### src/sv/xpr_pkg.sv
// Shared types, codes and the CRC step for the XMODEM receiver.
`default_nettype none
package xpr_pkg;

  localparam logic [7:0] CH_SOH = 8'h01;
  localparam logic [7:0] CH_STX = 8'h02;
  localparam logic [7:0] CH_EOT = 8'h04;
  localparam logic [7:0] CH_ACK = 8'h06;
  localparam logic [7:0] CH_NAK = 8'h15;
  localparam logic [7:0] CH_CAN = 8'h18;
  localparam logic [7:0] CH_C   = 8'h43;

  localparam logic [15:0] CRC_POLY = 16'h1021;

  localparam logic [1:0] MODE_BYTE  = 2'd0;
  localparam logic [1:0] MODE_TICK  = 2'd1;
  localparam logic [1:0] MODE_ABORT = 2'd2;
  localparam logic [1:0] MODE_START = 2'd3;

  localparam logic [1:0] CFG_TIMEOUT_TICKS  = 2'd0;
  localparam logic [1:0] CFG_CRC_ATTEMPTS   = 2'd1;
  localparam logic [1:0] CFG_START_ATTEMPTS = 2'd2;

  localparam logic [15:0] TIMEOUT_TICKS_RESET  = 16'd300;
  localparam logic [3:0]  CRC_ATTEMPTS_RESET   = 4'd4;
  localparam logic [3:0]  START_ATTEMPTS_RESET = 4'd12;

  localparam logic [3:0] ST_NONE        = 4'd0;
  localparam logic [3:0] ST_GOOD        = 4'd1;
  localparam logic [3:0] ST_BAD_SEQ     = 4'd2;
  localparam logic [3:0] ST_BAD_COMPL   = 4'd3;
  localparam logic [3:0] ST_BAD_CRC     = 4'd4;
  localparam logic [3:0] ST_BAD_SUM     = 4'd5;
  localparam logic [3:0] ST_PKT_TIMEOUT = 4'd6;
  localparam logic [3:0] ST_HDR_TIMEOUT = 4'd7;
  localparam logic [3:0] ST_FINISHED    = 4'd8;
  localparam logic [3:0] ST_GAVE_UP     = 4'd9;
  localparam logic [3:0] ST_ABORTED     = 4'd10;

  localparam logic KIND_PAYLOAD = 1'b0;
  localparam logic KIND_TX      = 1'b1;

  localparam int XPR_QUEUE_DEPTH = 4;

  typedef enum logic [2:0] {
    PH_IDLE   = 3'b001,
    PH_HEADER = 3'b010,
    PH_BODY   = 3'b100
  } phase_t;

  // One or two results caused by one item; a second result is always transmitted.
  typedef struct packed {
    logic       two;
    logic       kind0;
    logic [7:0] byte0;
    logic [7:0] byte1;
    logic [3:0] status;
  } grp_t;

  function automatic logic [15:0] crc_update(input logic [15:0] crc, input logic [7:0] b);
    logic [15:0] c;
    c = crc ^ {b, 8'h00};
    for (int i = 0; i < 8; i++) begin
      c = c[15] ? ((c << 1) ^ CRC_POLY) : (c << 1);
    end
    return c;
  endfunction

endpackage
`default_nettype wire

### src/sv/xpr_front.sv
// Front part: takes items and configuration, runs the protocol state, emits result groups.
`default_nettype none
module xpr_front (
  input  wire logic          clk,
  input  wire logic          rst,
  input  wire logic          in_valid,
  output logic               in_ready,
  input  wire logic [1:0]    mode,
  input  wire logic [7:0]    data_byte,
  input  wire logic          cfg_valid,
  output logic               cfg_ready,
  input  wire logic [1:0]    cfg_index,
  input  wire logic [15:0]   cfg_data,
  output logic               push_valid,
  input  wire logic          push_ready,
  output xpr_pkg::grp_t      push_grp
);
  import xpr_pkg::*;

  logic [15:0] timeout_ticks;
  logic [3:0]  crc_attempts;
  logic [3:0]  start_attempts;

  phase_t      phase, phase_next;
  logic [7:0]  expected_sequence, expected_sequence_next;
  logic        crc_mode, crc_mode_next;
  logic [3:0]  start_count, start_count_next;
  logic [10:0] byte_position, byte_position_next;
  logic        large_packet, large_packet_next;
  logic [15:0] crc_accumulator, crc_accumulator_next;
  logic [7:0]  sum_accumulator, sum_accumulator_next;
  logic [7:0]  received_sequence, received_sequence_next;
  logic [7:0]  received_crc_high, received_crc_high_next;
  logic [15:0] tick_counter, tick_counter_next;
  logic        in_start_phase, in_start_phase_next;
  logic        complement_bad, complement_bad_next;

  logic        emit;
  grp_t        grp;
  logic        accept;
  logic [15:0] tick_inc;
  logic [10:0] data_len;
  logic [10:0] crc_hi_limit;
  logic [3:0]  verdict;
  logic        crc_mode_fb;

  assign in_ready   = push_ready;
  assign cfg_ready  = 1'b1;
  assign accept     = in_valid && push_ready;
  assign push_valid = in_valid && emit;
  assign push_grp   = grp;

  assign tick_inc     = tick_counter + 16'd1;
  assign data_len     = large_packet ? 11'd1024 : 11'd128;
  assign crc_hi_limit = data_len + (crc_mode ? 11'd3 : 11'd2);
  assign crc_mode_fb  = (start_count >= crc_attempts) ? 1'b0 : crc_mode;

  always_comb begin
    priority if (received_sequence != expected_sequence) verdict = ST_BAD_SEQ;
    else if (complement_bad)                              verdict = ST_BAD_COMPL;
    else if (crc_mode)
      verdict = ({received_crc_high, data_byte} == crc_accumulator) ? ST_GOOD : ST_BAD_CRC;
    else
      verdict = (data_byte == sum_accumulator) ? ST_GOOD : ST_BAD_SUM;
  end

  always_comb begin
    phase_next             = phase;
    expected_sequence_next = expected_sequence;
    crc_mode_next          = crc_mode;
    start_count_next       = start_count;
    byte_position_next     = byte_position;
    large_packet_next      = large_packet;
    crc_accumulator_next   = crc_accumulator;
    sum_accumulator_next   = sum_accumulator;
    received_sequence_next = received_sequence;
    received_crc_high_next = received_crc_high;
    tick_counter_next      = tick_counter;
    in_start_phase_next    = in_start_phase;
    complement_bad_next    = complement_bad;
    emit                   = 1'b0;
    grp                    = '{two: 1'b0, kind0: KIND_TX, byte0: CH_NAK, byte1: CH_NAK,
                               status: ST_NONE};

    if (mode == MODE_START) begin
      // Restart the session from scratch
      phase_next             = PH_HEADER;
      expected_sequence_next = 8'd1;
      crc_mode_next          = 1'b1;
      start_count_next       = 4'd1;
      byte_position_next     = '0;
      large_packet_next      = 1'b0;
      crc_accumulator_next   = '0;
      sum_accumulator_next   = '0;
      received_sequence_next = '0;
      received_crc_high_next = '0;
      tick_counter_next      = '0;
      in_start_phase_next    = 1'b1;
      complement_bad_next    = 1'b0;
      emit                   = 1'b1;
      grp.byte0              = CH_C;
    end else if (phase == PH_IDLE) begin
      emit = 1'b0;
    end else if (mode == MODE_ABORT) begin
      phase_next = PH_IDLE;
      emit       = 1'b1;
      grp.two    = 1'b1;
      grp.byte0  = CH_CAN;
      grp.byte1  = CH_CAN;
      grp.status = ST_ABORTED;
    end else if (mode == MODE_TICK) begin
      if (tick_inc < timeout_ticks && tick_inc != 16'd0) begin
        tick_counter_next = tick_inc;
      end else begin
        tick_counter_next = '0;
        emit              = 1'b1;
        if (phase == PH_BODY) begin
          phase_next = PH_HEADER;
          grp.status = ST_PKT_TIMEOUT;
        end else if (!in_start_phase) begin
          grp.status = ST_HDR_TIMEOUT;
        end else begin
          crc_mode_next = crc_mode_fb;
          if (start_count >= start_attempts) begin
            phase_next = PH_IDLE;
            grp.status = ST_GAVE_UP;
          end else begin
            grp.two    = 1'b1;
            grp.byte1  = crc_mode_fb ? CH_C : CH_NAK;
            grp.status = ST_HDR_TIMEOUT;
            if (start_count != 4'd15) start_count_next = start_count + 4'd1;
          end
        end
      end
    end else if (phase == PH_HEADER) begin
      if (data_byte == CH_EOT) begin
        phase_next          = PH_IDLE;
        in_start_phase_next = 1'b0;
        emit                = 1'b1;
        grp.byte0           = CH_ACK;
        grp.status          = ST_FINISHED;
      end else if (data_byte == CH_SOH || data_byte == CH_STX) begin
        large_packet_next    = (data_byte == CH_STX);
        phase_next           = PH_BODY;
        in_start_phase_next  = 1'b0;
        byte_position_next   = '0;
        crc_accumulator_next = '0;
        sum_accumulator_next = '0;
        complement_bad_next  = 1'b0;
        tick_counter_next    = '0;
      end
    end else begin
      tick_counter_next = '0;
      if (byte_position == 11'd0) begin
        received_sequence_next = data_byte;
        byte_position_next     = byte_position + 11'd1;
      end else if (byte_position == 11'd1) begin
        complement_bad_next = (data_byte != ~expected_sequence);
        byte_position_next  = byte_position + 11'd1;
      end else if (byte_position < data_len + 11'd2) begin
        crc_accumulator_next = crc_update(crc_accumulator, data_byte);
        sum_accumulator_next = sum_accumulator + data_byte;
        byte_position_next   = byte_position + 11'd1;
        emit                 = 1'b1;
        grp.kind0            = KIND_PAYLOAD;
        grp.byte0            = data_byte;
      end else if (byte_position < crc_hi_limit) begin
        received_crc_high_next = data_byte;
        byte_position_next     = byte_position + 11'd1;
      end else begin
        phase_next         = PH_HEADER;
        byte_position_next = '0;
        emit               = 1'b1;
        grp.status         = verdict;
        if (verdict == ST_GOOD) begin
          expected_sequence_next = expected_sequence + 8'd1;
          grp.byte0              = CH_ACK;
        end
      end
    end
  end

  always_ff @(posedge clk) begin
    if (rst) begin
      timeout_ticks  <= TIMEOUT_TICKS_RESET;
      crc_attempts   <= CRC_ATTEMPTS_RESET;
      start_attempts <= START_ATTEMPTS_RESET;
    end else if (cfg_valid) begin
      unique case (cfg_index)
        CFG_TIMEOUT_TICKS:  timeout_ticks  <= cfg_data;
        CFG_CRC_ATTEMPTS:   crc_attempts   <= cfg_data[3:0];
        CFG_START_ATTEMPTS: start_attempts <= cfg_data[3:0];
        default: ;
      endcase
    end
  end

  always_ff @(posedge clk) begin
    if (rst) begin
      phase             <= PH_IDLE;
      expected_sequence <= 8'd1;
      crc_mode          <= 1'b1;
      start_count       <= '0;
      byte_position     <= '0;
      large_packet      <= 1'b0;
      crc_accumulator   <= '0;
      sum_accumulator   <= '0;
      received_sequence <= '0;
      received_crc_high <= '0;
      tick_counter      <= '0;
      in_start_phase    <= 1'b1;
      complement_bad    <= 1'b0;
    end else if (accept) begin
      phase             <= phase_next;
      expected_sequence <= expected_sequence_next;
      crc_mode          <= crc_mode_next;
      start_count       <= start_count_next;
      byte_position     <= byte_position_next;
      large_packet      <= large_packet_next;
      crc_accumulator   <= crc_accumulator_next;
      sum_accumulator   <= sum_accumulator_next;
      received_sequence <= received_sequence_next;
      received_crc_high <= received_crc_high_next;
      tick_counter      <= tick_counter_next;
      in_start_phase    <= in_start_phase_next;
      complement_bad    <= complement_bad_next;
    end
  end

endmodule
`default_nettype wire

### src/sv/xpr_queue.sv
// Short queue of result groups between the front and back parts.
`default_nettype none
module xpr_queue #(
  parameter int DEPTH = xpr_pkg::XPR_QUEUE_DEPTH
) (
  input  wire logic          clk,
  input  wire logic          rst,
  input  wire logic          push_valid,
  output logic               push_ready,
  input  wire xpr_pkg::grp_t push_grp,
  output logic               head_valid,
  input  wire logic          pop,
  output xpr_pkg::grp_t      head_grp
);
  import xpr_pkg::*;

  localparam int PW = (DEPTH > 1) ? $clog2(DEPTH) : 1;
  localparam int CW = $clog2(DEPTH + 1);
  localparam logic [PW-1:0] LAST_SLOT = PW'(DEPTH - 1);
  localparam logic [CW-1:0] FULL      = CW'(DEPTH);

  grp_t          slots [DEPTH];
  logic [PW-1:0] wr_ptr, rd_ptr;
  logic [CW-1:0] count;
  logic          do_push, do_pop;

  assign push_ready = (count != FULL);
  assign head_valid = (count != '0);
  assign head_grp   = slots[rd_ptr];
  assign do_push    = push_valid && push_ready;
  assign do_pop     = pop && head_valid;

  always_ff @(posedge clk) begin
    if (do_push) slots[wr_ptr] <= push_grp;
  end

  always_ff @(posedge clk) begin
    if (rst) begin
      wr_ptr <= '0;
      rd_ptr <= '0;
      count  <= '0;
    end else begin
      if (do_push) wr_ptr <= (wr_ptr == LAST_SLOT) ? '0 : wr_ptr + PW'(1);
      if (do_pop)  rd_ptr <= (rd_ptr == LAST_SLOT) ? '0 : rd_ptr + PW'(1);
      unique case ({do_push, do_pop})
        2'b10:   count <= count + CW'(1);
        2'b01:   count <= count - CW'(1);
        default: count <= count;
      endcase
    end
  end

endmodule
`default_nettype wire

### src/sv/xpr_back.sv
// Back part: splits result groups into single results in the output register.
`default_nettype none
module xpr_back (
  input  wire logic          clk,
  input  wire logic          rst,
  input  wire logic          head_valid,
  input  wire xpr_pkg::grp_t head_grp,
  output logic               pop,
  output logic               out_valid,
  input  wire logic          out_ready,
  output logic               kind,
  output logic [7:0]         out_byte,
  output logic [3:0]         status,
  output logic               last
);
  import xpr_pkg::*;

  logic second;
  logic load;
  logic final_one;

  assign load      = !out_valid || out_ready;
  assign final_one = !head_grp.two || second;
  assign pop       = load && head_valid && final_one;

  always_ff @(posedge clk) begin
    if (rst) begin
      out_valid <= 1'b0;
      second    <= 1'b0;
    end else if (load) begin
      out_valid <= head_valid;
      if (head_valid) second <= !final_one;
    end
  end

  // Payload of the output register
  always_ff @(posedge clk) begin
    if (load && head_valid) begin
      kind     <= second ? KIND_TX : head_grp.kind0;
      out_byte <= second ? head_grp.byte1 : head_grp.byte0;
      status   <= head_grp.status;
      last     <= final_one;
    end
  end

endmodule
`default_nettype wire

### src/sv/xmodem_packet_receiver_core.sv
// Top level of the XMODEM packet receiver.
`default_nettype none
// XMODEM receiver with CRC-16 and 1K packets, falling back to the 8-bit sum.
// Each input item (received byte, timer tick, local abort or session start) is
// taken by the front part, which updates the protocol state and the CRC in
// a single step, so items are accepted back to back while the result queue has
// room. An item yields zero, one or two results; the back part hands out one
// result per cycle from its output register while out_ready is high, so an item
// with two results (timeout with restart, abort) is handed out in turn. The queue
// holds QUEUE_DEPTH result groups, which lets the input run on while results
// wait to be taken. Configuration writes are taken at any cycle (cfg_ready is
// always high) and must only be issued while the block is idle.
module xmodem_packet_receiver_core #(
  parameter int QUEUE_DEPTH = xpr_pkg::XPR_QUEUE_DEPTH
) (
  input  wire logic        clk,
  input  wire logic        rst,
  input  wire logic        in_valid,
  output logic             in_ready,
  input  wire logic [1:0]  mode,
  input  wire logic [7:0]  data_byte,
  output logic             out_valid,
  input  wire logic        out_ready,
  output logic             kind,
  output logic [7:0]       out_byte,
  output logic [3:0]       status,
  output logic             last,
  input  wire logic        cfg_valid,
  output logic             cfg_ready,
  input  wire logic [1:0]  cfg_index,
  input  wire logic [15:0] cfg_data
);
  import xpr_pkg::*;

  logic push_valid, push_ready;
  grp_t push_grp;
  logic head_valid, pop;
  grp_t head_grp;

  xpr_front u_front (
    .clk        (clk),
    .rst        (rst),
    .in_valid   (in_valid),
    .in_ready   (in_ready),
    .mode       (mode),
    .data_byte  (data_byte),
    .cfg_valid  (cfg_valid),
    .cfg_ready  (cfg_ready),
    .cfg_index  (cfg_index),
    .cfg_data   (cfg_data),
    .push_valid (push_valid),
    .push_ready (push_ready),
    .push_grp   (push_grp)
  );

  xpr_queue #(
    .DEPTH (QUEUE_DEPTH)
  ) u_queue (
    .clk        (clk),
    .rst        (rst),
    .push_valid (push_valid),
    .push_ready (push_ready),
    .push_grp   (push_grp),
    .head_valid (head_valid),
    .pop        (pop),
    .head_grp   (head_grp)
  );

  xpr_back u_back (
    .clk        (clk),
    .rst        (rst),
    .head_valid (head_valid),
    .head_grp   (head_grp),
    .pop        (pop),
    .out_valid  (out_valid),
    .out_ready  (out_ready),
    .kind       (kind),
    .out_byte   (out_byte),
    .status     (status),
    .last       (last)
  );

endmodule
`default_nettype wire

### config.mk
export PLATFORM = sky130hd
export DESIGN_NAME = xmodem_packet_receiver_core
export DESIGN_NICKNAME = d
export VERILOG_FILES = /design/src/sv/xpr_pkg.sv /design/src/sv/xpr_front.sv /design/src/sv/xpr_queue.sv /design/src/sv/xpr_back.sv /design/src/sv/xmodem_packet_receiver_core.sv
export SDC_FILE = /design/constraint.sdc
export NUM_CORES = 1
export LEC_CHECK = 0
export ABC_AREA = 1
export BUFFER_PORTS_ARGS = -buffer_cell sky130_fd_sc_hd__buf_2
export CAP_MARGIN = 10
export CORE_ASPECT_RATIO = 1.2
export CORE_MARGIN = 5
export CORE_UTILIZATION = 45
export DETAILED_ROUTE_END_ITERATION = 16
export GPL_TIMING_DRIVEN = 1
export MAX_ROUTING_LAYER = met4
export PLACE_DENSITY = 0.62
export SETUP_SLACK_MARGIN = 0.05
export SYNTH_ARGS = -nofsm -noshare
export SYNTH_HDL_FRONTEND = slang
export SYNTH_SLANG_ARGS = --single-unit
### constraint.sdc
create_clock -name clk -period 7.1 [get_ports clk]
set_clock_uncertainty 0.2 [all_clocks]
set_input_delay 1.065 -clock clk [delete_from_list [all_inputs] [get_ports clk]]
set_output_delay 1.065 -clock clk [all_outputs]
set_load 0.05 [all_outputs]
Word-level counts from Yosys, hierarchy flattened
Memories as Yosys holds them, arrays and structs flattened. A register that Yosys moved wholly into a read port is not among the register bits.
Cells that the tools add are included.
{ "op_classes": {"n_reduce_logical": 45, "mux": 188, "n_bitwise": 10, "add_sub_neg": 11, "order_cmp": 5, "eq_ne": 49} }
{ "ops": {"columns": ["operator", "n"], "rows": [
  ["2-to-1 mux 8 bit", 43],
  ["2-to-1 mux 16 bit", 16],
  ["2-to-1 mux 11 bit", 12],
  ["2-to-1 mux 13 bit", 8],
  ["2-to-1 mux 4 bit", 22],
  ["2-to-1 mux 1 bit", 53],
  ["2-to-1 mux 3 bit", 17],
  ["2-to-1 mux 9 bit", 3],
  ["AND reduction 9 bit", 3],
  ["2-to-1 mux 12 bit", 2],
  ["inequality test 2 x 1 -> 1 bit (second input constant)", 12],
  ["inverter 3 bit", 8],
  ["less-than comparator 11 bit", 2],
  ["2-to-1 mux 22 bit", 1],
  ["2-to-1 mux 20 bit", 1],
  ["inequality test 5 x 1 -> 1 bit (second input constant)", 4],
  ["AND reduction 10 bit", 2],
  ["AND reduction 6 bit", 3],
  ["nonzero test 2 bit", 9],
  ["adder 16 x 1 -> 16 bit (second input constant)", 1],
  ["equality test 16 bit", 1],
  ["less-than comparator 16 bit", 1],
  ["inequality test 8 bit", 2],
  ["nonzero test 16 bit", 1],
  ["45 further kinds", 81]
]} }
{ "totals": {"mem_bits_rw": 88, "inputBits": 33, "regBits": 133, "wordCells": 334, "memories": 1, "output_inout_bits": 17} }
{ "mem_list": {"columns": ["memory", "depth", "word_bits", "read_ports", "rd_ports_with_merged_regs", "write_ports", "line_no", "text"], "rows": [
  ["u_queue.slots", 4, 22, 1, 1, 1, "xpr_queue.sv:22", "grp_t slots [DEPTH];"]
]} }

Depth between registers and ports, before layout
{ "logic_depth": {"depth_word": 25, "depth_mapped": 26, "depth_no_buf": 26} }

Cells and area by module
From an unflattened synthesis, not the netlist that was laid out.
{ "hier_totals": {"hier_cells": 1442, "area_unflattened_um2": 11915.2} }
{ "by_module_without_submodules": {"columns": ["module", "area_each_um2", "n_inst", "seq_area_each_um2", "cells_each"], "rows": [
  ["xpr_front", 7458.4, 1, 2202.1, 1104],
  ["xpr_queue", 3806.2, 1, 2822.7, 283],
  ["xpr_back", 650.6, 1, 460.4, 55]
]} }

Worst setup path before layout
No wires, ideal clock.
{ "synth_path": {"kind": "register to register", "start": "register u_front.tick_counter[0]", "end": "memory u_queue.slots[0][0] (netlist bit) (enable)", "arrival_time_ns": 3.248, "required_ns": 6.505, "n_path_buf": 0, "slack_ns": 3.258, "stages_incl_launch_ff": 21, "cell_sequence": "dfxtp_1 -> ha_1 -> nand2_2 -> nor2_4 -> nand2_1 -> nor2_2 -> nand2_1 -> nand2_1 -> nand2_2 -> ha_1 -> nand4_1 -> inv_1 -> nand2_1 -> nand3b_1 -> nor3_2 -> nor2_4 -> nand3_4 -> nand2_1 -> nand2_2 -> nand2_4 -> nor2_1"} }
{ "synth_between": {"elab_chain_cells": 12} }
{ "synth_rtl": {"columns": ["item", "line_no", "text"], "rows": [
  ["start, declared", "xpr_front.sv:34", "logic [15:0] tick_counter, tick_counter_next;"],
  ["start signal, assigned", "xpr_front.sv:224", "tick_counter <= tick_counter_next;"],
  ["adder 16 x 1 -> 16 bit (*)", "xpr_front.sv:53", "assign tick_inc = tick_counter + 16'd1;"],
  ["less-than comparator 16 bit / nonzero test 16 bit (equally long branches)", "xpr_front.sv:112", "if (tick_inc < timeout_ticks && tick_inc != 16'd0) begin"],
  ["logical AND 1 bit (*)", "xpr_front.sv:112", null],
  ["2-to-1 mux 1 bit (*)", "xpr_front.sv:112", null],
  ["2-to-1 mux 1 bit (*)", "xpr_front.sv:111", "end else if (mode == MODE_TICK) begin"],
  ["2-to-1 mux 1 bit (*)", "xpr_front.sv:104", "end else if (mode == MODE_ABORT) begin"],
  ["2-to-1 mux 1 bit (*)", "xpr_front.sv:102", "end else if (phase == PH_IDLE) begin"],
  ["2-to-1 mux 1 bit (*)", "xpr_front.sv:85", "if (mode == MODE_START) begin"],
  ["logical AND 1 bit (*)", "xpr_front.sv:50", "assign push_valid = in_valid && emit;"],
  ["logical AND 1 bit (*)", "xpr_queue.sv:30", "assign do_push = push_valid && push_ready;"],
  ["2-to-1 mux 1 bit (*)", "xpr_queue.sv:34", "if (do_push) slots[wr_ptr] <= push_grp;"],
  ["2-to-1 mux 1 bit (implied by the code) (*)", "xpr_queue.sv:34", null],
  ["end, declared", "xpr_queue.sv:22", null]
]} }
Mark *: on every way between the ends. The rest lies on a longest branch, timed or not.

Worst setup path in the final report
{ "layout_path": {"start": "input port mode[0]", "end": "register u_front.tick_counter[2]"} }
{ "layout_between": {"elab_chain_cells": 5} }
{ "layout_rtl": {"columns": ["item", "line_no", "text"], "rows": [
  ["start, declared", "xmodem_packet_receiver_core.sv:20", "input wire logic [1:0] mode,"],
  ["equality test 2 x 1 -> 1 bit", "xpr_front.sv:111", null],
  ["2-to-1 mux 16 bit", "xpr_front.sv:111", null],
  ["2-to-1 mux 16 bit", "xpr_front.sv:104", null],
  ["2-to-1 mux 16 bit", "xpr_front.sv:102", null],
  ["2-to-1 mux 16 bit", "xpr_front.sv:85", null]
]} }
Parallel ways exist; a longest one is shown, timed or not. The select of a mux whose other input is x is not followed.
A chain may end at the register's enable or synchronous reset.

==> results.toml <==
[clock_tree]
post_cts_resize_count = 0
clk_latency_ps = 520
cts_num_sinks = 211
cts_inserted_buffers = 24
root_buffer = "clkbuf_16"
cts_buffer_depth = 3
post_cts_buffers = 0
path_clk_slew_ps = 60
htree_levels = 1
tritoncts = "yes"
ctsHoldBuffers = 0

[routing]
drtIter0Drc = 482
num_vias = 9084
drt_first_pass_iters = 5
drtAntennaViolNets = 0
drcViolationCount = 0
wl_um = 26500
avgViaCountPerCell = 5.24
wire_per_inst_um = 15.3

[power]
p_per_area_nw_per_um2 = 280
peakVddDrop_uv = 129
power.total_mw = 3.49
leakagePower_nw = 4.93

[synth]
yosysUniqueCellTypes = 59
yosysTopAreaCell = "edfxtp_1"
synthCells = 1357
syn-num-nets = 1439
syn_area_um2 = 11200
synth-main-ff-cell = "dfxtp_1"
yosys-top-cells-area = "edfxtp_1 (24%), dfxtp_1 (22%), nand2_1 (7.1%), nor2_1 (6.1%), ha_1 (5.2%)"
ys_seq_elements = 211
synth_commonest_cells = "nand2_1 (211), nor2_1 (183), inv_1 (130), dfxtp_1 (121), a21oi_1 (104)"
ys_seq_area_share_pct = 45.6
synth_edf_count = 90
syn_avg_cell_area_um2 = 8.28
async_reset_ff_share_pct = 0
synth.most_common_cell = "nand2_1"
ys_warn_count = 0
synth_top_area_share_pct = 24.1

[timing]
setup_tns_ps = 0
relSlewSlack_pct = 22.8
max_freq_mhz = 224
setup-violations-final = 0
hold_violations = 0
min_period_over_period_pct = 62.9
hold_slack_ps = 252
rsz0062_at_grt = "no"
max_slew.worst_pin.slew_ps = 1150
drv_slew = 0
period_minus_slack_ps = 4470

[outcome]
outcome = "finished clean"

[layout]
fin_nets = 1471
syn2layout_area_growth_pct = 11.0
final_util_pct = 50.5
drive_gt1_share_pct = 10.9
fill_cells = 2366

[floorplanning]
die_w_um = 154
dieArea_um2 = 28200
die_h_um = 183
row_count = 63
io_pins = 50
start_util_pct = 45.5
coreArea_um2 = 24700

[global_route]
antenna_found_initial = 1
grt_start_max_net_pins = 59
grt_use_total_pct = 19.0
grt_pass1_vias = 8913
grt_pass1_wl_um = 43900
overflow = 0

[placement]
place_hpwl_um = 18500
port_buffers = 48
gp_congestion = 0.903

[setup_path]
critical_path_class = "in2reg"
worst_path_max_delay_cell = "nor2_1"
cp-end-kind = "flop"
startpoint_type = "input port"
arrival_ps = 4710
crit_path_max_fanout = 21
required_ps = 7340
path_cells = "buf_2 > ha_1 > clkinv_1 > nand4_1 > nand2_1 > nor2_1 > nand3_1 > a21oi_1"
slowest_delay_ps = 1010

[worst_hold_path]
hold_class = "reg2reg"

[job]
cap_viol_max_count = 0
[cell families (layout without fill, tap and decap cells)]
group                    after synthesis  after routing  share of synthesized area [%]
AO/OA/AOI/OAI                        257            257                           12.8
AND/OR/NAND/NOR                      582            582                           24.0
adder cells (fa/ha/maj)               49             49                           5.59
buffers and inverters                195            245                           7.12
XOR/XNOR                              62             62                           4.84
other                                  1              2                         0.0334
flip-flops                           211            211                           45.6
[power by group]
part           internal (mW)  switching (mW)  leakage (nW)
sequential              1.41          0.0579          1.81
combinational          0.218           0.593          2.74
clock                  0.733           0.484         0.378
total                   2.36            1.14          4.93
[through the flow]
step,instance area (µm²),worst slack (ps),cells
3_5_place_dp,11700,2140,1688
2_1_floorplan,11200,3260,1357
5_1_grt,12500,2270,1733
3_3_place_gp,11700,2240,1688
6_report,12500,2630,1733
4_1_cts,12500,2670,1732
[area by class of cell]
cell class                 count  area [µm²]  area share [%]
multi-input combinational    951        5310            42.6
sequential                   211        5120            41.1
clock buffer                  32         672            5.39
inverter                     145         547            4.38
tap                          325         407            3.26
timing repair buffer          56         300            2.41
clock inverter                12         105           0.843
antenna                        1        2.50          0.0201
[metal layers]
| metal | GRT usage (%) | share of wire [%] | vias up | wire length, µm |
|---|---|---|---|---|
| met4 | 5.27 | 1.6 | 0 | 419 |
| met2 | 32.8 | 49 | 189 | 13000 |
| li1 | - | - | 4614 | - |
| met5 | - | 0 | - | 0 |
| met1 | 23.3 | 44 | 4242 | 11700 |
| met3 | 2.86 | 5.2 | 39 | 1380 |
[worst paths after layout]
kind	from	end	slack, ps	cells after the start
min	u_queue.count[0]	u_queue.count[0]	250	1
max	mode[0]	u_front.tick_counter[2]	2630	8
max reg2reg	u_front.tick_counter[0]	u_queue.count[2]	2720	25
min reg2reg	u_queue.count[0]	u_queue.count[0]	250	1
[critical path: cells and delay by family]
family,cells,cell delay (ps)
adders and majority gates,1,710
buffers and inverters,2,890
AOI/OAI and AO/OA,1,190
and+or+nand+nor,4,1840
[flip-flops by register name (all words and copies together), names as in the netlist, 2 cells and up, named ones only]
name and count:
u_front.received_crc_high 8, u_queue.wr_ptr 2, u_front.start_attempts 4, u_front.byte_position 11, u_queue.rd_ptr 2, u_queue.count 3
u_front.sum_accumulator 8, u_front.expected_sequence 8, u_back.status 4, u_back.out_byte 8, u_front.timeout_ticks 16, u_queue.slots 76
u_front.crc_attempts 4, u_front.phase 3, u_front.start_count 4, u_front.received_sequence 8, u_front.tick_counter 16, u_front.crc_accumulator 16
[layout by cell type, fill, tap and decap left out, drive strengths merged, types with 2 or more instances in the layout]
cell type and instances:
clkinv 15, edfxtp 90, fa 2, nand3 73, and2 2, o22ai 10, or2 6, nand2 230
o21a 3, o211ai 12, xor2 24, nor3b 4, nand3b 18, a21oi 104, o21bai 5, nor2 196
buf 56, bufinv 2, inv 139, o31ai 4, clkbuf 32, a221o 2, a221oi 2, ha 47
xnor2 38, o21ai 98, dfxtp 121, nor3 20, a31oi 8, nor4 6, a211oi 2, nand4 27
Note: power is estimated with default switching activity, not from simulation.
